[config.mk]
export PLATFORM = sky130hd
export DESIGN_NAME = analog_axis_autocal_scaler_unit
export DESIGN_NICKNAME = d
export VERILOG_FILES = /design/src/rtl/acs_pkg.sv /design/src/rtl/acs_div.sv /design/src/rtl/acs_cal_store.sv /design/src/rtl/analog_axis_autocal_scaler_unit.sv
export SDC_FILE = /design/constraint.sdc
export NUM_CORES = 1
export LEC_CHECK = 0
export ABC_AREA = 0
export BUFFER_PORTS_ARGS = -buffer_cell sky130_fd_sc_hd__clkbuf_2
export CORE_ASPECT_RATIO = 1.5
export CORE_MARGIN = 4
export CORE_UTILIZATION = 50
export DETAILED_ROUTE_END_ITERATION = 16
export PLACE_DENSITY = 0.66
export SKIP_CTS_REPAIR_TIMING = 1
export SLEW_MARGIN = 20
export SYNTH_ARGS = -nofsm -noshare
export SYNTH_HDL_FRONTEND = slang
export SYNTH_SLANG_ARGS = --single-unit
[constraint.sdc]
create_clock -name clk -period 14.33 [get_ports clk]
set_input_delay 2.1495 -clock clk [delete_from_list [all_inputs] [get_ports clk]]
set_output_delay 2.1495 -clock clk [all_outputs]
set_load 0.05 [all_outputs]
[src/rtl/acs_pkg.sv]
// ----------------------------------------------------------------------------
// acs_pkg
// shared types and constants of the analog axis auto-calibrating scaler
// ----------------------------------------------------------------------------
package acs_pkg;

  localparam int PORTS_DEF      = 4;
  localparam int AXES_PER_PORT  = 4;
  localparam int TRIGS_PER_PORT = 2;

  // reset values of the configuration registers and of the calibration store
  localparam logic [7:0] STICK_MIN_RST  = 8'd40;
  localparam logic [7:0] STICK_MAX_RST  = 8'd215;
  localparam logic [6:0] STICK_DZ_RST   = 7'd3;
  localparam logic [7:0] STICK_SPAN_RST = 8'd20;
  localparam logic [7:0] TRIG_REST_RST  = 8'd40;
  localparam logic [7:0] TRIG_DZ_RST    = 8'd10;

  localparam logic [8:0] CENTER    = 9'd128;
  localparam logic [7:0] FULL      = 8'd255;
  localparam logic [2:0] LAST_CHAN = 3'd5;
  localparam logic [2:0] TRIG_BASE = 3'd4;

  // configuration register indexes
  typedef enum logic [2:0] {
    CFG_STICK_MIN  = 3'd0,
    CFG_STICK_MAX  = 3'd1,
    CFG_STICK_DZ   = 3'd2,
    CFG_STICK_SPAN = 3'd3,
    CFG_TRIG_REST  = 3'd4,
    CFG_TRIG_DZ    = 3'd5
  } cfg_idx_t;

  // item kinds
  typedef enum logic {
    KIND_SCALE = 1'b0,
    KIND_RECAL = 1'b1
  } kind_t;

  // sequencer states
  typedef enum logic [5:0] {
    ST_IDLE  = 6'b000001,
    ST_READ  = 6'b000010,
    ST_EVAL  = 6'b000100,
    ST_DIV   = 6'b001000,
    ST_DONE  = 6'b010000,
    ST_RECAL = 6'b100000
  } state_t;

  // write strobes into the calibration store
  typedef struct packed {
    logic axis_we;
    logic trig_we;
  } cal_wr_t;

endpackage

[src/rtl/acs_div.sv]
// ----------------------------------------------------------------------------
// acs_div
// serial restoring divider, 16-bit dividend by 8-bit divisor, one bit a cycle
// ----------------------------------------------------------------------------
module acs_div (
  input  logic        clk,
  input  logic        rst_n,
  input  logic        start,
  input  logic [15:0] num,   // must be below den * 256
  input  logic [7:0]  den,
  output logic        done,
  output logic [7:0]  quot
);

  logic [7:0] rem_r, rem_nxt;
  logic [7:0] q_r, q_nxt;
  logic [7:0] den_r;
  logic [2:0] cnt_r;
  logic       busy_r;
  logic       done_r;
  logic [8:0] trial;
  logic       ge;

  assign trial   = {rem_r, q_r[7]};
  assign ge      = trial >= {1'b0, den_r};
  assign rem_nxt = ge ? 8'(trial - {1'b0, den_r}) : trial[7:0];
  assign q_nxt   = {q_r[6:0], ge};

  always_ff @(posedge clk) begin
    if (!rst_n) begin
      busy_r <= 1'b0;
      done_r <= 1'b0;
      cnt_r  <= '0;
    end else begin
      done_r <= 1'b0;
      if (start) begin
        busy_r <= 1'b1;
        cnt_r  <= '0;
      end else if (busy_r) begin
        cnt_r <= cnt_r + 3'd1;
        if (cnt_r == 3'd7) begin
          busy_r <= 1'b0;
          done_r <= 1'b1;
        end
      end
    end
  end

  always_ff @(posedge clk) begin
    if (start) begin
      rem_r <= num[15:8];
      q_r   <= num[7:0];
      den_r <= den;
    end else if (busy_r) begin
      rem_r <= rem_nxt;
      q_r   <= q_nxt;
    end
  end

  assign done = done_r;
  assign quot = q_r;

endmodule

[src/rtl/acs_cal_store.sv]
// ----------------------------------------------------------------------------
// acs_cal_store
// per-channel calibration memories with valid bits for the reset values
// ----------------------------------------------------------------------------
module acs_cal_store #(
  parameter int PORTS = 4
) (
  input  logic                                    clk,
  input  logic                                    rst_n,
  input  acs_pkg::cal_wr_t                        wr,
  input  logic [$clog2(PORTS*acs_pkg::AXES_PER_PORT)-1:0]  axis_addr,
  input  logic [15:0]                             axis_wdata,  // max, min
  input  logic [$clog2(PORTS*acs_pkg::TRIGS_PER_PORT)-1:0] trig_addr,
  input  logic [7:0]                              trig_wdata,
  output logic [15:0]                             axis_rdata,  // max, min
  output logic [7:0]                              trig_rdata
);
  import acs_pkg::*;

  localparam int AXIS_DEPTH = PORTS * AXES_PER_PORT;
  localparam int TRIG_DEPTH = PORTS * TRIGS_PER_PORT;

  logic [15:0] axis_mem [AXIS_DEPTH];
  logic [7:0]  trig_mem [TRIG_DEPTH];
  logic [AXIS_DEPTH-1:0] axis_vld_r;
  logic [TRIG_DEPTH-1:0] trig_vld_r;
  logic [15:0] axis_q_r;
  logic [7:0]  trig_q_r;
  logic        axis_qv_r;
  logic        trig_qv_r;

  always_ff @(posedge clk) begin
    if (wr.axis_we) axis_mem[axis_addr] <= axis_wdata;
    if (wr.trig_we) trig_mem[trig_addr] <= trig_wdata;
    axis_q_r <= axis_mem[axis_addr];
    trig_q_r <= trig_mem[trig_addr];
  end

  always_ff @(posedge clk) begin
    if (!rst_n) begin
      axis_vld_r <= '0;
      trig_vld_r <= '0;
      axis_qv_r  <= 1'b0;
      trig_qv_r  <= 1'b0;
    end else begin
      if (wr.axis_we) axis_vld_r[axis_addr] <= 1'b1;
      if (wr.trig_we) trig_vld_r[trig_addr] <= 1'b1;
      axis_qv_r <= axis_vld_r[axis_addr];
      trig_qv_r <= trig_vld_r[trig_addr];
    end
  end

  // an entry never written since reset reads as the reset calibration
  assign axis_rdata = axis_qv_r ? axis_q_r : {STICK_MAX_RST, STICK_MIN_RST};
  assign trig_rdata = trig_qv_r ? trig_q_r : TRIG_REST_RST;

endmodule

[src/rtl/analog_axis_autocal_scaler_unit.sv]
// ----------------------------------------------------------------------------
// analog_axis_autocal_scaler_unit
// self-calibrating 0..255 scaler for stick axes and analog triggers
// ----------------------------------------------------------------------------
// a result word that needs a division passes through read, evaluate, the
//   8-step serial divider, done and the output register; clipped, zero or
//   pass-through results skip the divider
// the unit takes no new word until the last one is through; a recalibrate word
//   holds the input while it writes the store, one write per axis
// reset (synchronous, rst_n low): control and configuration registers return
//   to defaults; all channels read the default calibration via store valid bits
module analog_axis_autocal_scaler_unit #(
  parameter int PORTS = acs_pkg::PORTS_DEF
) (
  input  logic        clk,
  input  logic        rst_n,
  // input stream
  input  logic        in_tvalid,
  output logic        in_tready,
  input  logic [15:0] in_tdata,   // port[1:0], channel[4:2], raw[12:5], zero pad
  input  logic        in_tuser,   // kind
  // result stream
  output logic        out_tvalid,
  input  logic        out_tready,
  output logic [7:0]  out_tdata,  // scaled[7:0]
  output logic        out_tuser,  // passed_through
  // configuration write port
  input  logic        cfg_we,
  input  logic [2:0]  cfg_index,
  input  logic [7:0]  cfg_wdata
);
  import acs_pkg::*;

  localparam int AXIS_AW = $clog2(PORTS * AXES_PER_PORT);
  localparam int TRIG_AW = $clog2(PORTS * TRIGS_PER_PORT);

  // multiply by 255 as a shift and subtract
  function automatic logic [15:0] mul255(input logic [7:0] x);
    mul255 = {x, 8'h00} - {8'h00, x};
  endfunction

  // configuration registers
  logic [7:0] cfg_min_r, cfg_max_r, cfg_span_r, cfg_rest_r, cfg_tdz_r;
  logic [6:0] cfg_sdz_r;

  always_ff @(posedge clk) begin
    if (!rst_n) begin
      cfg_min_r  <= STICK_MIN_RST;
      cfg_max_r  <= STICK_MAX_RST;
      cfg_sdz_r  <= STICK_DZ_RST;
      cfg_span_r <= STICK_SPAN_RST;
      cfg_rest_r <= TRIG_REST_RST;
      cfg_tdz_r  <= TRIG_DZ_RST;
    end else if (cfg_we) begin
      unique case (cfg_index)
        CFG_STICK_MIN:  cfg_min_r  <= cfg_wdata;
        CFG_STICK_MAX:  cfg_max_r  <= cfg_wdata;
        CFG_STICK_DZ:   cfg_sdz_r  <= cfg_wdata[6:0];
        CFG_STICK_SPAN: cfg_span_r <= cfg_wdata;
        CFG_TRIG_REST:  cfg_rest_r <= cfg_wdata;
        CFG_TRIG_DZ:    cfg_tdz_r  <= cfg_wdata;
        default: ;  // unknown index, write dropped
      endcase
    end
  end

  // sequencer state and item fields
  state_t     state_r, state_nxt;
  logic [1:0] port_r;
  logic [2:0] chan_r;
  logic [7:0] raw_r;
  logic [1:0] cnt_r;        // recalibrate sweep over the port's channels
  logic [7:0] res_r;
  logic       pass_r;
  logic [7:0] out_data_r;
  logic       out_pass_r;
  logic       out_vld_r;

  logic [1:0] in_port;
  logic [2:0] in_chan;
  logic       in_acc;
  logic       port_ok;

  assign in_port   = in_tdata[1:0];
  assign in_chan   = in_tdata[4:2];
  assign in_tready = (state_r == ST_IDLE);
  assign in_acc    = in_tvalid && in_tready;
  assign port_ok   = 5'(in_port) < 5'(PORTS);

  // calibration store
  cal_wr_t              wr;
  logic [AXIS_AW-1:0]   axis_addr;
  logic [TRIG_AW-1:0]   trig_addr;
  logic [15:0]          axis_wdata, axis_rdata;
  logic [7:0]           trig_wdata, trig_rdata;
  logic [5:0]           axis_idx;
  logic [4:0]           trig_idx;
  logic                 recal;

  assign recal     = (state_r == ST_RECAL);
  // index is port * channels + channel, as a concatenation
  assign axis_idx  = {2'b00, port_r, recal ? cnt_r : chan_r[1:0]};
  assign trig_idx  = {2'b00, port_r, recal ? cnt_r[0] : chan_r[0]};
  assign axis_addr = axis_idx[AXIS_AW-1:0];
  assign trig_addr = trig_idx[TRIG_AW-1:0];

  acs_cal_store #(
    .PORTS(PORTS)
  ) u_store (
    .clk       (clk),
    .rst_n     (rst_n),
    .wr        (wr),
    .axis_addr (axis_addr),
    .axis_wdata(axis_wdata),
    .trig_addr (trig_addr),
    .trig_wdata(trig_wdata),
    .axis_rdata(axis_rdata),
    .trig_rdata(trig_rdata)
  );

  // stick evaluation: widen range outside the centre dead zone
  logic [7:0] lo0, hi0, lo, hi, span;
  logic       train, degen;

  assign lo0   = axis_rdata[7:0];
  assign hi0   = axis_rdata[15:8];
  assign train = ((9'(raw_r) + 9'(cfg_sdz_r)) < CENTER) ||
                 (9'(raw_r) > (CENTER + 9'(cfg_sdz_r)));
  assign lo    = (train && raw_r < lo0) ? raw_r : lo0;
  assign hi    = (train && raw_r > hi0) ? raw_r : hi0;
  assign span  = hi - lo;
  assign degen = (hi <= lo) || (span < cfg_span_r);

  // trigger evaluation: rest follows the lowest sample seen
  logic [7:0] rest;
  logic [8:0] floor_v;
  logic       trig_zero;

  assign rest      = (raw_r < trig_rdata) ? raw_r : trig_rdata;
  assign floor_v   = 9'(rest) + 9'(cfg_tdz_r);
  assign trig_zero = 9'(raw_r) <= floor_v;

  // shared divider
  logic        div_start;
  logic [15:0] div_num;
  logic [7:0]  div_den;
  logic        div_done;
  logic [7:0]  div_quot;
  logic        is_trig;

  assign is_trig = chan_r[2];

  always_comb begin
    if (is_trig) begin
      div_num = mul255(8'(raw_r - floor_v[7:0]));
      div_den = FULL - floor_v[7:0];
    end else begin
      div_num = mul255(8'(raw_r - lo));
      div_den = span;
    end
  end

  acs_div u_div (
    .clk  (clk),
    .rst_n(rst_n),
    .start(div_start),
    .num  (div_num),
    .den  (div_den),
    .done (div_done),
    .quot (div_quot)
  );

  // store write data: eval writes back the trained values, recal the configured ones
  always_comb begin
    wr         = '0;
    axis_wdata = {hi, lo};
    trig_wdata = rest;
    if (recal) begin
      wr.axis_we = 1'b1;
      wr.trig_we = (cnt_r < 2'(TRIGS_PER_PORT));
      axis_wdata = {cfg_max_r, cfg_min_r};
      trig_wdata = cfg_rest_r;
    end else if (state_r == ST_EVAL) begin
      wr.axis_we = !is_trig;
      wr.trig_we = is_trig;
    end
  end

  // sequencer
  logic out_free;
  assign out_free = !out_vld_r || out_tready;

  always_comb begin
    state_nxt = state_r;
    div_start = 1'b0;
    unique case (state_r)
      ST_IDLE: begin
        if (in_acc && port_ok) begin
          if (in_tuser == KIND_RECAL) state_nxt = ST_RECAL;
          else if (in_chan <= LAST_CHAN) state_nxt = ST_READ;
        end
      end
      ST_READ:  state_nxt = ST_EVAL;
      ST_EVAL: begin
        if (is_trig) begin
          if (trig_zero) state_nxt = ST_DONE;
          else begin
            div_start = 1'b1;
            state_nxt = ST_DIV;
          end
        end else if (degen || raw_r <= lo || raw_r >= hi) begin
          state_nxt = ST_DONE;
        end else begin
          div_start = 1'b1;
          state_nxt = ST_DIV;
        end
      end
      ST_DIV:   if (div_done) state_nxt = ST_DONE;
      ST_DONE:  if (out_free) state_nxt = ST_IDLE;
      ST_RECAL: if (cnt_r == 2'(AXES_PER_PORT - 1)) state_nxt = ST_IDLE;
      default:  state_nxt = ST_IDLE;
    endcase
  end

  always_ff @(posedge clk) begin
    if (!rst_n) begin
      state_r   <= ST_IDLE;
      cnt_r     <= '0;
      out_vld_r <= 1'b0;
    end else begin
      state_r <= state_nxt;
      if (state_r == ST_IDLE) cnt_r <= '0;
      else if (recal) cnt_r <= cnt_r + 2'd1;
      if (state_r == ST_DONE && out_free) out_vld_r <= 1'b1;
      else if (out_tready) out_vld_r <= 1'b0;
    end
  end

  // payload registers
  always_ff @(posedge clk) begin
    if (in_acc) begin
      port_r <= in_port;
      chan_r <= in_chan;
      raw_r  <= in_tdata[12:5];
    end
    if (state_r == ST_EVAL) begin
      pass_r <= 1'b0;
      if (is_trig) res_r <= '0;
      else if (degen) begin
        res_r  <= raw_r;
        pass_r <= 1'b1;
      end else if (raw_r <= lo) res_r <= '0;
      else res_r <= FULL;
    end else if (state_r == ST_DIV && div_done) begin
      res_r <= div_quot;
    end
    if (state_r == ST_DONE && out_free) begin
      out_data_r <= res_r;
      out_pass_r <= pass_r;
    end
  end

  assign out_tvalid = out_vld_r;
  assign out_tdata  = out_data_r;
  assign out_tuser  = out_pass_r;

endmodule
**After elaboration in Yosys (flattened, before gate mapping)**

Memory sizes are Yosys's and may differ from the RTL's. A register that Yosys moved wholly into a read port is not among the register bits.
Cells that the tools add are included.

- Add/subtract/negate cells: 12
- $lt $le $gt $ge: 17
- Eq/ne operators: 18
- Mux-type cells: 56
- Bitwise operators: 4
- Reduce and logical (&&, ||, !) cells: 28

Operators by type and width:

| operator | number |
|---|---|
| $mux 8 | 16 |
| $mux 16 | 3 |
| $mux 6 | 7 |
| $pmux 6 s6 | 1 |
| $sub 16x8->16 | 2 |
| $sub 8x8->8 | 4 |
| $lt 8x8->1 | 3 |
| $mux 1 | 20 |
| $le 8x8->1 | 2 |
| $or 16x16->16 | 1 |
| $reduce_and 2->1 | 6 |
| $mux 5 | 2 |
| $add 8x7->9 | 1 |
| $add 8x7->9 const A | 1 |
| $add 8x8->9 | 1 |
| $eq 3x3->1 const B | 3 |
| $ge 9x8->1 | 1 |
| $gt 8x9->1 | 1 |
| $le 8x9->1 | 1 |
| $lt 9x8->1 const B | 1 |
| $ge 8x8->1 | 1 |
| $gt 8x8->1 | 1 |
| $or 8x8->8 | 1 |
| $sub 8x8->8 const A | 1 |
| 34 further kinds | 54 |

- Register bits after elaboration: 142
- RAM bits: 320
- Output and inout port bits: 11
- Word-level logic and storage cells: 163
- Memories: 2

Memory list:

| name | words | bits a word | rd ports | clocked after memory_dff | write ports | RTL line | RTL |
|---|---|---|---|---|---|---|---|
| u_store.axis_mem | 16 | 16 | 1 | 1 | 1 | acs_cal_store.sv:23 | `logic [15:0] axis_mem [AXIS_DEPTH];` |
| u_store.trig_mem | 8 | 8 | 1 | 1 | 1 | acs_cal_store.sv:24 | `logic [7:0] trig_mem [TRIG_DEPTH];` |

**Depth between registers and ports, before layout**

Gate-level depths: netlist (run 1).

- Depth after elaboration: 14
- Mapped depth: 31
- Depth with buffers taken out: 31

**Hierarchy**

Synthesis (run 1) repeated with hierarchy kept, for this count alone.

- Cell total of the unflattened synthesis: 1749
- Area, all modules: 22967.0 um2

Modules (own cells, without submodules):

| module | instances | cells each | area each (um2) |
|---|---|---|---|
| acs_cal_store | 1 | 697 | 13829.5 |
| analog_axis_autocal_scaler_unit | 1 | 914 | 7519.7 |
| acs_div | 1 | 138 | 1617.8 |

**Worst setup path before layout (run 1)**

Ideal clock, no wire load.

- Path kind: register to register
- Start: reg u_store.axis_qv_r
- End: reg u_div.q_r[0], in the netlist u_div.quot[0], enable pin
- Setup time: 0.375 ns
- Data arrival time: 5.583 ns
- Data required time: 13.955 ns
- Path slack: 8.372 ns
- Cell stages (with the launch flop): 30
- Period minus slack after synthesis: 5.958 ns
- Path through: dfxtp_1 > buf_4 > clkbuf_1 > nand2_1 > ha_1 > a21oi_1 > a21boi_0 > a211o_1 > nor2_1 > clkbuf_1 > nand2_1 > o21ai_0 > ha_1 > inv_1 > ha_1 > inv_1 > o221ai_2 > maj3_2 > maj3_1 > a21o_1 > a21oi_1 > xnor2_1 > ha_1 > o21ai_0 > a21oi_1 > nor2_1 > nor4b_2 > o21ai_2 > buf_6 > nand2b_1

- Cells in the longest elaborated chain, start to end: 13

RTL lines:

| element | RTL line | RTL |
|---|---|---|
| start, declared | acs_cal_store.sv:29 | `logic axis_qv_r;` |
| start signal, assigned | acs_cal_store.sv:48 | `axis_qv_r <= axis_vld_r[axis_addr];` |
| $mux 16 (*) | acs_cal_store.sv:54 | `assign axis_rdata = axis_qv_r ? axis_q_r : {STICK_MAX_RST, STICK_MIN_RST};` |
| $gt 8x8->1 / $lt 8x8->1 (equally long branches) | analog_axis_autocal_scaler_unit.sv:130, analog_axis_autocal_scaler_unit.sv:129 |  |
| $logic_and 1x1->1, on equally long branches | analog_axis_autocal_scaler_unit.sv:130, analog_axis_autocal_scaler_unit.sv:129 |  |
| $mux 8, on equally long branches | analog_axis_autocal_scaler_unit.sv:130, analog_axis_autocal_scaler_unit.sv:129 |  |
| $sub 8x8->8 | analog_axis_autocal_scaler_unit.sv:131 | `assign span = hi - lo;` |
| $lt 8x8->1 | analog_axis_autocal_scaler_unit.sv:132 | `assign degen = (hi <= lo) \|\| (span < cfg_span_r);` |
| $logic_or 1x1->1 | analog_axis_autocal_scaler_unit.sv:132 |  |
| $logic_or 1x1->1 | analog_axis_autocal_scaler_unit.sv:211 | `end else if (degen \|\| raw_r <= lo \|\| raw_r >= hi) begin` |
| $logic_or 1x1->1 (*) | analog_axis_autocal_scaler_unit.sv:211 |  |
| $mux 1 (*) | analog_axis_autocal_scaler_unit.sv:211 |  |
| $mux 1 (*) | analog_axis_autocal_scaler_unit.sv:205 | `if (is_trig) begin` |
| $mux 1 (*) | analog_axis_autocal_scaler_unit.sv:196 | `unique case (state_r)` |
| $reduce_bool 2->1 (no source line) (*) | -- |  |
| end signal, assigned | acs_div.sv:52 | `q_r <= num[7:0];` |
| end signal, assigned | acs_div.sv:56 | `q_r <= q_nxt;` |
| end, declared | acs_div.sv:16 | `logic [7:0] q_r, q_nxt;` |

Every way passes the cells marked *; elsewhere a longest branch is shown, timed or not.
A chain may end at the register's enable or synchronous reset.

**Worst setup path after layout (run 1)**

- Start: reg u_store.axis_qv_r
- End: reg u_div.q_r[4], in the netlist u_div.quot[4] (data pin)

- Cells in the longest elaborated chain, start to end: 13

RTL lines:

| element | RTL line | RTL |
|---|---|---|
| $mux 16 (*) | acs_cal_store.sv:54 |  |
| $gt 8x8->1 / $lt 8x8->1 (equally long branches) | analog_axis_autocal_scaler_unit.sv:130, analog_axis_autocal_scaler_unit.sv:129 |  |
| $logic_and 1x1->1, on equally long branches | analog_axis_autocal_scaler_unit.sv:130, analog_axis_autocal_scaler_unit.sv:129 |  |
| $mux 8, on equally long branches | analog_axis_autocal_scaler_unit.sv:130, analog_axis_autocal_scaler_unit.sv:129 |  |
| $sub 8x8->8 | analog_axis_autocal_scaler_unit.sv:131 |  |
| $lt 8x8->1 | analog_axis_autocal_scaler_unit.sv:132 |  |
| $logic_or 1x1->1 | analog_axis_autocal_scaler_unit.sv:132 |  |
| $logic_or 1x1->1 (2 in series) | analog_axis_autocal_scaler_unit.sv:211 |  |
| $mux 1 | analog_axis_autocal_scaler_unit.sv:211 |  |
| $mux 1 | analog_axis_autocal_scaler_unit.sv:205 |  |
| $mux 1 | analog_axis_autocal_scaler_unit.sv:196 |  |
| $mux 8 (*) | acs_div.sv:50 | `if (start) begin` |

Marks and branches as above.

==> summary by stage, run 1 <==
Worst setup path
The start of the worst register-to-register path is u_store.axis_qv_r. The endpoint of the lowest-slack register-to-register path is u_div.quot[4]. In this run the worst path has a maximum fanout of 20.

The minimum setup slack among reg-to-reg paths is 6.08 ns. By startpoint and endpoint, the worst setup path is classified as flip-flop to flip-flop. The type of element launching the critical path is a flip-flop. The data arrival time of the worst path is 8.56 ns. In this design, the stage delay of the slowest critical-path cell is 0.75 ns. The required time at the worst-slack endpoint is 14.64 ns.

The slowest cell on the critical path is sky130_fd_sc_hd__nor2_1. The critical path startpoint is u_store.axis_qv_r. STA classifies the critical path endpoint as a flip-flop.

Measured in cells, the most critical reg-to-reg path has a length of 27. The most prevalent standard cell on the critical path is sky130_fd_sc_hd__ha_1.

Clock tree
The clock sink total is 486. The clock latency at the later pin of the worst-skew pair is 0.58 ns. The clock edge transition at the registers on the reported setup and hold paths is 0.07 ns. In this run, CTS created clock tree buffers numbering 46. TritonCTS built the clock tree. The clock passes through at most 3 buffers. The number of levels in the clock H-tree is 2. The clock root buffer is sky130_fd_sc_hd__clkbuf_16.

Cells and area
The proportion of layout cells with a drive suffix above 1 is 0.121. The diode insertion count for antenna repair is 0. For this run, the number of standard cells in the final layout without fillers is 2797.

Summing all flip-flop and latch instances after layout gives 0.0135 mm^2. The summed area of non-filler cells in the final layout is 0.0258 mm^2. The number of fillers in the final layout is 3891. For this run, the post-layout net count is 2301. From synthesis to final layout, the design area changed by 10.8%.

The multi-input gate area in the final layout is 0.00915 mm^2.

Min path
The endpoint of the worst hold-timing path is out_tdata[4]. The hold path depth is 0. The worst min-delay path class is flip-flop to flip-flop. The worst hold path begins at res_r[4].

Global routing
After global routing the overflow that remains totals 0. The initial antenna violation count came to 0. For this run, the total global-route usage over all layers was measured as 0.238.

The maximum number of pins on one net before global-route repair is 72. The number of global-route vias before repair came to 16.6k. The first-pass GRT wire length is 93.0 mm.

Synth
In the post-synthesis netlist, the biggest area contributors are sky130_fd_sc_hd__edfxtp_1 48%, sky130_fd_sc_hd__dfxtp_1 9.6%, sky130_fd_sc_hd__nand2_1 7.5%, sky130_fd_sc_hd__ha_1 5.0%, sky130_fd_sc_hd__nand3_1 2.6%. The share of the yosys chip area belonging to registers is 0.580. The synthesized area per cell is 10.8 um^2. The number of warning messages in the yosys log is 0. Of all cell types, the one taking the most synthesized area is sky130_fd_sc_hd__edfxtp_1. The gate count after technology mapping is 2148.

Counting every net in the synthesized netlist gives 2276. The synthesized netlist contains 87 unique library cells. In the synthesized netlist the dominant register cell turns out to be sky130_fd_sc_hd__edfxtp_1. The proportion of synthesized flip-flops having asynchronous set or reset is 0. The number of flops mapped to enable cells by yosys is 375.

The portion of synthesized cell area occupied by the leading cell type is 0.484. Counting flops and latches in the post-synthesis netlist gives 486. The mapped netlist covers 0.0232 mm^2.

STA
The actual transition at the worst max-transition pin is 1.25 ns. In the final timing run, aggregate negative setup slack is 0 ns. The final critical-path share of the clock period is 0.576. The worst clock skew is 0.0238 ns. For this run, the top clock speed supported by timing is 121 MHz. Setup repair after global routing left no endpoint under its margin. The worst path needs 8.25 ns of the cycle, external delays included. Setup violations remaining at the end of the flow were counted as 0. The worst slew margin relative to its limit is 0.159. The number of slew-limit violations in the final report is 0. The number of hold violations in the final report was 0.

Routing
The via-per-instance ratio is 5.94. After detailed routing, the total wire length is 60.5 mm. The number of design rule violations left after detail routing is 0. The overall via count from detail_route is 16.6k.

The post-detailed-route wirelength per cell is 21.6 um. In this run the remaining antenna-violating nets after routing total 0. The first detailed-routing pass took 7 iterations.

The starting DRC count in detailed routing is 1078.

Floorplan
The initialized floorplan defines 96 standard-cell rows. The die covers 0.0501 mm^2. The number of primary I/O pins is 44.

The floorplan core area is 0.0459 mm^2. The horizontal extent of the die is 184 um. The die boundary height is 272 um.

For this configuration, the core starts out at a cell density of 0.507.

Place
The count of buffers inserted at the top-level ports is 40. The instance count after placement with tap cells included is 2713. At the end of routability-driven placement, the weighted congestion stood at 0.859.

The HPWL reported at the end of detailed placement is 40.4 mm. In this run the cell area measured after placement is 0.0242 mm^2.

Pwr
The analysis attributes to cell leakage a power of 9.44 nW. Across the VDD grid, the largest voltage drop is 0.104 mV. The total power of the final layout is 0.00477 W. Power spread over the standard cell area amounts to 185 mW/mm^2.

Job
The number of maximum-capacitance violations is 0.

Run status
The flow ran to the end, and the final reports show no timing, DRC or antenna violations.
[worst max-delay path by stage]
stage / endpoint / slack (ns) / depth (start not counted)
6_report: u_div.quot[4] / 6.08 / 27
5_1_grt: u_div.quot[7] / 5.65 / 26
4_1_cts: u_div.quot[0] / 6.07 / 26
3_5_place_dp: u_div.quot[4] / 6.08 / 26
3_3_place_gp: u_div.quot[2] / 6.25 / 26
2_1_floorplan: u_div.quot[0] / 8.37 / 29
[cells by family after synthesis]
logic type | after synthesis | share of synthesized area
multiplexers | 68 | 0.0385
adder cells (fa/ha/maj) | 98 | 0.0534
buffers and inverters | 191 | 0.0325
XOR/XNOR | 37 | 0.0139
flip-flops | 486 | 0.580
AO/OA/AOI/OAI | 356 | 0.105
AND/OR/NAND/NOR | 912 | 0.176
[area by class of cell]
cell class,count,share of cell area
flip-flops and latches,486,0.523
multi-input cells,1471,0.355
clock buffers,58,0.0485
well taps,588,0.0286
repair buffers,92,0.0229
inverters,76,0.0111
clock inverters,26,0.0105
[power breakdown]
group          leakage (nW)  total (W)  internal, W  switching [W]
sequential             4.28    0.00175      0.00171      0.0000401
clock                 0.718    0.00123     0.000694       0.000534
combinational          4.44    0.00179     0.000608        0.00118
total                  9.44    0.00477      0.00301        0.00176
[worst max-delay path: cells and delay by family, from the launching register on]
kind            cells  cell delay, ns
fa+ha+maj           6            1.90
xor+xnor            1            0.14
buf+inv             4            0.79
simple gates        5            1.96
mux                 1            0.41
flops               1            0.32
compound gates     10            2.43
[layout by cell type (no fill, tap or decap), types with 15 or more instances in the layout]
| master | Yosys | final |
|---|---|---|
| sky130_fd_sc_hd__mux2_2 | 26 | 26 |
| sky130_fd_sc_hd__a31oi_1 | 28 | 28 |
| sky130_fd_sc_hd__a311oi_1 | 38 | 38 |
| sky130_fd_sc_hd__nand3_1 | 120 | 120 |
| sky130_fd_sc_hd__a21oi_1 | 93 | 90 |
| sky130_fd_sc_hd__mux2i_1 | 25 | 23 |
| sky130_fd_sc_hd__nor2_1 | 135 | 135 |
| sky130_fd_sc_hd__dfxtp_1 | 111 | 111 |
| sky130_fd_sc_hd__o21ai_0 | 57 | 56 |
| sky130_fd_sc_hd__a311o_1 | 18 | 18 |
| sky130_fd_sc_hd__buf_4 | 3 | 52 |
| sky130_fd_sc_hd__and3_1 | 42 | 42 |
| sky130_fd_sc_hd__clkbuf_2 | 0 | 40 |
| sky130_fd_sc_hd__xnor2_1 | 24 | 24 |
| sky130_fd_sc_hd__ha_1 | 92 | 92 |
| sky130_fd_sc_hd__edfxtp_1 | 375 | 375 |
| sky130_fd_sc_hd__nand4_1 | 15 | 15 |
| sky130_fd_sc_hd__inv_1 | 73 | 72 |
| sky130_fd_sc_hd__clkbuf_16 | 0 | 48 |
| sky130_fd_sc_hd__nand2b_1 | 16 | 16 |
| sky130_fd_sc_hd__nor3_1 | 35 | 18 |
| sky130_fd_sc_hd__nand2_1 | 466 | 464 |
| sky130_fd_sc_hd__nor3_2 | 1 | 18 |
| sky130_fd_sc_hd__nor2b_1 | 18 | 18 |
[cells in the mapped netlist, types with 6 or more instances]
cell type and count:
sky130_fd_sc_hd__edfxtp_1 375, sky130_fd_sc_hd__a31oi_1 28, sky130_fd_sc_hd__nand3b_1 7, sky130_fd_sc_hd__xnor2_1 24, sky130_fd_sc_hd__nor3_1 35, sky130_fd_sc_hd__xor2_1 13, sky130_fd_sc_hd__or2_2 12, sky130_fd_sc_hd__o21ai_0 57
sky130_fd_sc_hd__nand2b_1 16, sky130_fd_sc_hd__nor2b_1 18, sky130_fd_sc_hd__a211oi_1 8, sky130_fd_sc_hd__dfxtp_1 111, sky130_fd_sc_hd__a311oi_1 38, sky130_fd_sc_hd__o31ai_1 9, sky130_fd_sc_hd__buf_2 9, sky130_fd_sc_hd__ha_1 92
sky130_fd_sc_hd__o211ai_1 13, sky130_fd_sc_hd__nand3_1 120, sky130_fd_sc_hd__a21oi_1 93, sky130_fd_sc_hd__nor2_1 135, sky130_fd_sc_hd__inv_1 73, sky130_fd_sc_hd__mux2_2 26, sky130_fd_sc_hd__nand2_1 466, sky130_fd_sc_hd__buf_1 17
sky130_fd_sc_hd__mux4_2 12, sky130_fd_sc_hd__a311o_1 18, sky130_fd_sc_hd__a21o_1 12, sky130_fd_sc_hd__clkbuf_1 84, sky130_fd_sc_hd__mux2i_1 25, sky130_fd_sc_hd__nand4_1 15, sky130_fd_sc_hd__a22oi_1 6, sky130_fd_sc_hd__o21a_1 6
sky130_fd_sc_hd__a21boi_0 10, sky130_fd_sc_hd__and2_1 11, sky130_fd_sc_hd__a22o_1 9, sky130_fd_sc_hd__and3_1 42
[layer usage]
metal	global-route usage	vias to the layer above	routed length, um
met5	0	-	0
met4	0.107	0	2940
met3	0.0232	154	2820
met2	0.442	508	32200
met1	0.275	8122	22500
li1	-	7823	-
[registers in the layout, indices dropped and copies added, names as in the netlist, 3 cells and up]
name	flops
cfg_rest_r	8
u_store.trig_vld_r	8
u_div.rem_r	8
u_store.axis_vld_r	16
chan_r	3
cfg_sdz_r	7
cfg_tdz_r	8
raw_r	8
out_tdata	8
u_div.cnt_r	3
state_r	6
res_r	8
cfg_max_r	8
u_div.den_r	8
u_store.axis_mem	256
cfg_span_r	8
cfg_min_r	8
u_div.quot	8
u_store.trig_q_r	8
u_store.trig_mem	64
u_store.axis_q_r	16
[through the flow]
step | worst slack, ns | utilization | hold slack, ns
after floorplan | 8.37 | - | 0.400
after global placement | 6.25 | 0.528 | 0.401
after detailed placement | 6.08 | 0.528 | 0.405
after CTS | 6.07 | 0.561 | 0.408
after global routing | 5.65 | 0.561 | 0.416
final | 6.08 | 0.561 | 0.416
(Power assumes the default switching activity.)
==> run 2, diff against run 1 <==
PLACE_DENSITY = 0.68   (was 0.66)
clock period = 7.5 ns   (was 14.33 ns; I/O delays follow)
==> run 2 against run 1 <==
Clock skew decreased by 0.011 ns. Core utilization is 0.14 points higher. Global-route usage fell by 0.36 points. Sequential power grew 92%. Largest power group unchanged. Combinational power up 92%. Fmax up 23%. Routed wire length fell by 2.2%. Count of clock-buffer cells in the layout down 5. Highest routed layer unchanged. Cell count increased by 0.25%.
==> summary by stage, run 2 (synthesized netlist as in run 1, its figures left out) <==
Run status
The flow ran to the end, and the final reports show no timing, DRC or antenna violations.

Cells and area
The register with the most flip-flops in the layout has 256 of them. The area taken by flip-flops and latches is 0.0135 mm^2. The number of antenna diodes in the final layout is 0. Of the cells placed in the final design, the portion with a size suffix greater than 1 is 0.125. Leaving out fill and tap cells, the most frequent cell in the layout is sky130_fd_sc_hd__nand2_1.

The non-filler instance count after layout is 2804. Counting flops per register, the top entry is u_store.axis_mem. The number of fillers in the final layout is 3891. The summed area of non-filler cells in the final layout is 0.0258 mm^2.

The number of nets in the layout is 2308. The largest registers in the layout are u_store.axis_mem x256, u_store.trig_mem x64. The relative area change from synthesis to final layout is 11.1%.

Leaving out fill and tap cells, the most frequent cells in the layout are 464 x sky130_fd_sc_hd__nand2_1, 375 x sky130_fd_sc_hd__edfxtp_1, 135 x sky130_fd_sc_hd__nor2_1, 120 x sky130_fd_sc_hd__nand3_1, 111 x sky130_fd_sc_hd__dfxtp_1. The multi-input gate area in the final layout is 0.00917 mm^2.

STA
The number of hold violations in the final report is 0. The actual transition at the worst max-transition pin is 1.06 ns. Adding up every negative setup slack in the final design gives 0 ns. Setup violations remaining at the end of the flow were counted as 0. Setup repair after global routing left no endpoint under its margin. The worst pin sits at a relative slew slack of 0.290.

After layout, the minimum clock period comes to 6.72 ns. For this run, the top clock speed supported by timing is 149 MHz. Dividing the final minimum period by the clock period gives 0.897. The number of slew-limit violations in the final report was 0.

Clock skew on the completed layout was measured at 0.0129 ns.

Job
Max-cap violations in this run came to 0.

Worst setup path
The minimum setup slack among reg-to-reg paths is 0.78 ns. The critical path starts at u_store.trig_qv_r. The most prevalent standard cell on the critical path is sky130_fd_sc_hd__a21oi_1. The worst register-to-register path has a depth of 31.

The largest fanout on the critical path is 8. At the worst endpoint, the required time is 7.82 ns. The delay contributed by the slowest stage of the critical path is 0.51 ns. The critical path in this run is classified as flip-flop to flip-flop. The critical path capture point type is a flip-flop. At the worst endpoint, the arrival time is 7.05 ns. Following the worst setup path forward leads to its endpoint at u_div.rem_r[4]. The slowest cell on the critical path is sky130_fd_sc_hd__or4_1. The type of element launching the critical path is a flip-flop.

The endpoint of the lowest-slack register-to-register path is u_div.rem_r[4]. In this run the critical register-to-register path is launched from u_store.trig_qv_r.

Pwr
For this design the ratio of total power to cell area is 352 mW/mm^2. Of the total power, the share spent switching nets is 0.370. The internal power summed over all cells is 0.00572 W. The share of total power dissipated in combinational logic is 0.379. The share of total power dissipated in sequential elements is 0.370. For this design the total switching power over the nets is 0.00336 W. The clock share of power is 0.251.

The worst-case IR drop observed on VDD is 0.204 mV. In this run the static leakage power is 9.50 nW.

Global routing
The number of global-route vias before repair was 16.5k. The first global-routing pass estimated 92.5 mm of wire. For this run, the total global-route usage over all layers was measured as 0.235.

Summed over all layers, the global routing overflow is 0. Entering global routing, the biggest net connects 120 pins. The initial antenna violation count was 0.

Routing
The number of design rule violations left after detail routing is 0. The post-detailed-route wirelength per cell is 21.1 um. The detail route stage leaves a number of antenna-violating nets equal to 0. In the routed layout, each cell is associated on average with a via count of 5.90. For this run, the detailed router's first-pass iteration total came to 5. The starting DRC count in detailed routing is 1094. The routed design has 59.2 mm of wire. The overall via count from detail_route is 16.5k.

Clock tree
TritonCTS built the clock tree. For the worst-skew pair, the clock arrives at the later sink with an insertion delay of 0.57 ns. CTS built an H-tree with a depth of 2. The tree built by TritonCTS fans out to 486 sinks. The clock passes through at most 3 buffers. The clock root buffer is sky130_fd_sc_hd__clkbuf_16. The clock edge transition at the registers on the reported setup and hold paths is 0.07 ns. The number of buffers added by the clock tree synthesis step is 46.

Floorplan
The die is 184 um wide. For this configuration, the core starts out at a cell density of 0.507. The die is 272 um tall. The full die area is 0.0501 mm^2.

The core region is 0.0459 mm^2. After floorplanning, the core was divided into 96 placement rows. The number of primary I/O pins is 44.

Place
The instance count after placement with tap cells included is 2720. In this run the cell area measured after placement is 0.0243 mm^2. At the end of routability-driven placement, the weighted congestion stood at 0.929. The count of buffers inserted at the top-level ports is 40. The HPWL reported at the end of detailed placement is 39.8 mm.

Min path
In this run the worst hold path is classified as flip-flop to flip-flop.
run 2: power groups by stage:
stage               sequential (W)  clock, W  combinational, W
floorplan                  0.00338         0           0.00237
finish                     0.00336   0.00228           0.00344
detailed placement         0.00342         0           0.00341
global placement           0.00341         0           0.00336
global route               0.00337   0.00243           0.00378
CTS                        0.00336   0.00232           0.00343
run 2: critical path: cells and delay by family, from the launching register on:
kind / cells / cell delay (ns)
AND/OR/NAND/NOR: 6 / 1.00
multiplexers: 2 / 0.58
buffers and inverters: 3 / 0.25
flip-flops: 1 / 0.46
XOR/XNOR: 2 / 0.40
AO/OA/AOI/OAI: 14 / 2.53
adder cells (fa/ha/maj): 4 / 1.25
run 2: through the flow:
step                worst slack, ns   util  hold WS (ns)  power, W
global route                  0.426  0.563         0.435   0.00958
CTS                           0.854  0.562         0.423   0.00911
global placement              0.946  0.530         0.403   0.00677
floorplan                      1.54      -         0.400   0.00575
detailed placement            0.868  0.530         0.409   0.00683
finish                        0.775  0.563         0.420   0.00908
run 2: cell type report:
class	count	area share
clock buffers	53	0.0464
clock inverters	31	0.0107
inverters	76	0.0110
multi-input cells	1471	0.355
flip-flops and latches	486	0.522
well taps	588	0.0285
repair buffers	99	0.0264
run 2: layer usage:
layer  share of wire  vias to the layer above  wire [um]  global-route usage
met2            0.52                      514      30600               0.420
met4           0.051                        0       3010               0.108
met1            0.38                     8036      22500               0.279
li1                -                     7840          -                   -
met3           0.051                      156       3050              0.0303
met5               0                        -          0                   0
run 2: worst min-delay path by stage:
stage | from | endpoint | slack (ns) | cells after the start
after detailed placement | res_r[1] | out_tdata[1] | 0.41 | 0
final | res_r[1] | out_tdata[1] | 0.42 | 0
after global routing | pass_r | out_tuser | 0.43 | 0
after CTS | res_r[1] | out_tdata[1] | 0.42 | 0
after floorplan | res_r[0] | out_tdata[0] | 0.40 | 0
after global placement | res_r[3] | out_tdata[3] | 0.40 | 0
==> run 3, diff against run 2 <==
CTS_BUF_LIST = sky130_fd_sc_hd__clkbuf_16   (was not set)
SYNTH_HIERARCHICAL = 1   (was not set)
==> run 3 against run 2 <==
Global-route usage fell by 1.1 points. Clock skew up 0.0076 ns. Register-to-register slack worse by 0.22 ns. Critical path depth fell by 4. Sequential power hardly changed. Count of clock-buffer cells in the layout decreased by 5. Sequential cell count did not move. Synthesized area is 1.2% lower. Die area shrank 1.2%. Final area is 0.94% lower. Critical endpoint is now u_div/rem_r[6]. Largest power group unchanged.
==> summary by stage, run 3 <==
Place
The instance count after placement with tap cells included is 2331. Routability-driven placement finished with a final weighted congestion of 0.915. The count of buffers inserted at the top-level ports is 40.

After legalization and detailed placement, the total HPWL measured 38.3 mm.

STA
Summed over all failing endpoints, the final setup total negative slack is 0 ns. Derived from the worst setup path, the maximum achievable clock frequency is 144 MHz. Headroom to the max-slew limit came out at 0.295.

For the final database, setup skew stands at 0.0205 ns. Final hold analysis gives a worst-case slack of 0.416 ns. Setup repair after global routing left no endpoint under its margin.

After layout, the minimum clock period comes to 6.95 ns. The number of failing setup endpoints in the final timing report is 0. At the pin with the least slew margin, the transition time is 1.05 ns. The number of hold violations in the final report is 0.

The number of slew-limit violations in the final report came to 0. Dividing the final minimum period by the clock period gives 0.927.

Worst setup path
The critical path endpoint is u_div/rem_r[6]. The number of cell instances on the worst register-to-register path is 27. STA puts the critical path data arrival time at 7.26 ns.

The slowest cell on the critical path is sky130_fd_sc_hd__dfxtp_1. Among the stages of the critical path, the cell type that occurs most often is sky130_fd_sc_hd__a21oi_1. On the critical path the largest part of the delay comes from compound AO/OA/AOI/OAI gates. The start of the worst register-to-register path is u_store/axis_qv_r. The setup check on the worst reg-to-reg path leaves a slack of 0.55 ns. The total number of cells along the worst setup path is 27. The critical path contains buffers and inverters numbering 4 combined. For the worst setup path, the data required time is 7.81 ns. The type of element launching the critical path is a flip-flop. STA classifies the critical path endpoint as a flip-flop.

The category of the critical setup timing path is flip-flop to flip-flop. The worst register-to-register path ends at u_div/rem_r[6]. The delay contributed by the slowest stage of the critical path is 0.62 ns. In this run the worst path has a maximum fanout of 33. The critical path startpoint is u_store/axis_qv_r.

Synth
Among all flip-flop cells after synthesis, the most frequent one is sky130_fd_sc_hd__edfxtp_1. The net count of the mapped netlist is 1880. By area the synthesized netlist is led by sky130_fd_sc_hd__edfxtp_1 49%, sky130_fd_sc_hd__dfxtp_1 9.7%, sky130_fd_sc_hd__mux4_2 6.7%, sky130_fd_sc_hd__ha_1 5.1%, sky130_fd_sc_hd__nand2_1 2.6%. The library cell with the largest summed area after synthesis is sky130_fd_sc_hd__edfxtp_1. The share of the Yosys chip area taken by registers is 0.587. The proportion of synthesized flip-flops having asynchronous set or reset is 0.

The most repeated cell in the gate-level netlist after synthesis is sky130_fd_sc_hd__edfxtp_1. Synthesis instantiated 84 different standard cells from the library. The share of synthesized area in the top cell type comes to 0.490. The number of flops mapped to enable cells by yosys is 375. The average instance in the mapped netlist occupies 13.1 um^2. The total standard cell area after synthesis is 0.0230 mm^2. Sorting the synthesized cells by how often they occur yields 375 x sky130_fd_sc_hd__edfxtp_1, 157 x sky130_fd_sc_hd__nand2_1, 111 x sky130_fd_sc_hd__dfxtp_1. The number of warning messages in the yosys log is 6. The gate count after technology mapping is 1749. Synthesis inferred 486 register bits.

Routing
The total met3 wirelength after detailed routing is 2.60 mm. After detailed routing, the number of remaining DRC violations is 0. The overall via count from detail_route is 14.5k. The detailed router used layers up to and including met4. The antenna violation net count after detailed routing is 0. The total met2 wirelength after detailed routing is 29.5 mm.

In this run, the number of DRC markers left after iteration 0 of detailed routing was 1120. The wire length the detailed router placed on met1 is 20.8 mm. The via-per-instance ratio is 5.99. The post-detailed-route wirelength per cell is 23.1 um. Before antenna repair, the detailed router went through 7 iterations. The sum of routed wire length over all layers is 55.8 mm.

Clock tree
No sink is reached through more buffers than the 3 on the longest clock path. The CTS tree is yes. The number of levels in the clock H-tree is 2. The clock sink total is 486. The clock reaches the later pin of the worst-skew pair after 0.57 ns.

The clock edge transition at the registers on the reported setup and hold paths is 0.06 ns. The number of buffers added by the clock tree synthesis step is 47. The clock root buffer is sky130_fd_sc_hd__clkbuf_16.

Cells and area
The relative area change from synthesis to final layout is 11.4%. The register containing the most flip-flops in the final layout is u_store/axis_mem. The number of nets in the layout is 1930. After the flow finishes, the layout carries non-filler instances totaling 2419.

For this run, the share of the core covered by cells in the final layout is 0.566. The largest registers in the layout are u_store/axis_mem x256, u_store/trig_mem x64. Leaving out fill and tap cells, the most frequent cell in the layout is sky130_fd_sc_hd__edfxtp_1. Leaving out fill and tap cells, the most frequent cells in the layout are 375 x sky130_fd_sc_hd__edfxtp_1, 157 x sky130_fd_sc_hd__nand2_1, 111 x sky130_fd_sc_hd__dfxtp_1, 99 x sky130_fd_sc_hd__inv_1, 93 x sky130_fd_sc_hd__ha_1. In the final layout, the share of cells above drive strength 1 is 0.173.

The register with the most flip-flops in the layout has 256 of them. The number of antenna diodes in the final layout is 0.

Pwr
The portion of total power attributed to sequential cells is 0.365. The switching part of the total is 0.352. The maximum resistive drop on vdd is 0.208 mV.

For this design the static power due to leakage is 9.24 nW. Cell internal power was estimated by the tool at 0.00597 W. The power per unit of standard cell area is 360 mW/mm^2. The design draws 0.00920 W.

For this design the total switching power over the nets is 0.00324 W. The clock share of power is 0.265. Of the total power, combinational logic draws 0.370.

Floorplan
The floorplan step defined a die boundary enclosing 0.0495 mm^2. The die boundary height is 270 um. The row count is 95. The initial standard-cell utilization of the core is 0.508. The horizontal extent of the die is 183 um. The number of primary I/O pins is 44. The region available for standard cell placement spans 0.0452 mm^2.

Global routing
The maximum number of pins on one net before global-route repair is 85. The global routing usage summed across all routing layers is 0.224. The number of global-route vias before repair came to 14.7k. The initial antenna violation count is 0.

The remaining global-route overflow is 0. The first global-routing pass estimated 85.4 mm of wire.

Run status
The run finished with clean final reports.

Job
The tool flagged a number of max-cap violations equal to 0.

Min path
Along the worst hold path, the cell count comes to 0. The path class of the tightest hold or removal check is flip-flop to flip-flop.
==> run 3: cell count changes in the layout (fill, tap and decap cells not counted), sizes merged, moves of 22 or more <==
cell	change
and3	-30
nand2	-311
a21oi	-28
a21boi	+27
nand3	-85
a22oi	+34
inv	+22
a311oi	-37
o21a	+31
mux2	+26
nor2	-40
mux4	+56
==> run 3: power groups by stage <==
stage	clock network [W]	registers (W)	logic, W
finish	0.00244	0.00336	0.00340
global route	0.00261	0.00337	0.00373
CTS	0.00249	0.00337	0.00339
detailed placement	0	0.00342	0.00336
global placement	0	0.00342	0.00329
floorplan	0	0.00339	0.00244
==> run 3: cell type report <==
class / count / area (um^2)
well taps: 582 / 728
multi-input cells: 1094 / 8920
clock inverters: 39 / 400
fillers: 3637 / 19600
clock buffers: 48 / 1200
repair buffers: 78 / 502
flip-flops and latches: 486 / 13500
inverters: 92 / 345
==> run 3: cells by family (layout without fill, tap and decap cells) <==
kind of cell,count (synthesis),count (layout),synth area share
simple gates,456,456,0.0984
compound gates,349,349,0.107
mux,159,159,0.109
xor+xnor,32,32,0.0122
flops,486,486,0.587
buf+inv,169,257,0.0312
fa+ha+maj,98,98,0.0550
==> run 3: worst min path at each step <==
| stage | from | to |
|---|---|---|
| 6_report | res_r[2] | out_tdata[2] |
| 5_1_grt | res_r[2] | out_tdata[2] |
| 4_1_cts | res_r[2] | out_tdata[2] |
| 3_5_place_dp | res_r[2] | out_tdata[2] |
| 3_3_place_gp | res_r[4] | out_tdata[4] |
| 2_1_floorplan | res_r[0] | out_tdata[0] |
==> run 3: per-stage QoR <==
| step | instance area (um^2) | setup WS (ns) |
|---|---|---|
| finish | 25600 | 0.551 |
| global route | 25600 | 0.0365 |
| CTS | 25500 | 0.569 |
| detailed placement | 23900 | 0.629 |
| global placement | 23900 | 0.663 |
| floorplan | 23000 | 0.512 |
==> run 3: routing by layer <==
metal,vias up,GRT usage
li1,6706,-
met1,7187,0.261
met2,444,0.404
met3,141,0.0302
met4,0,0.105
met5,-,0
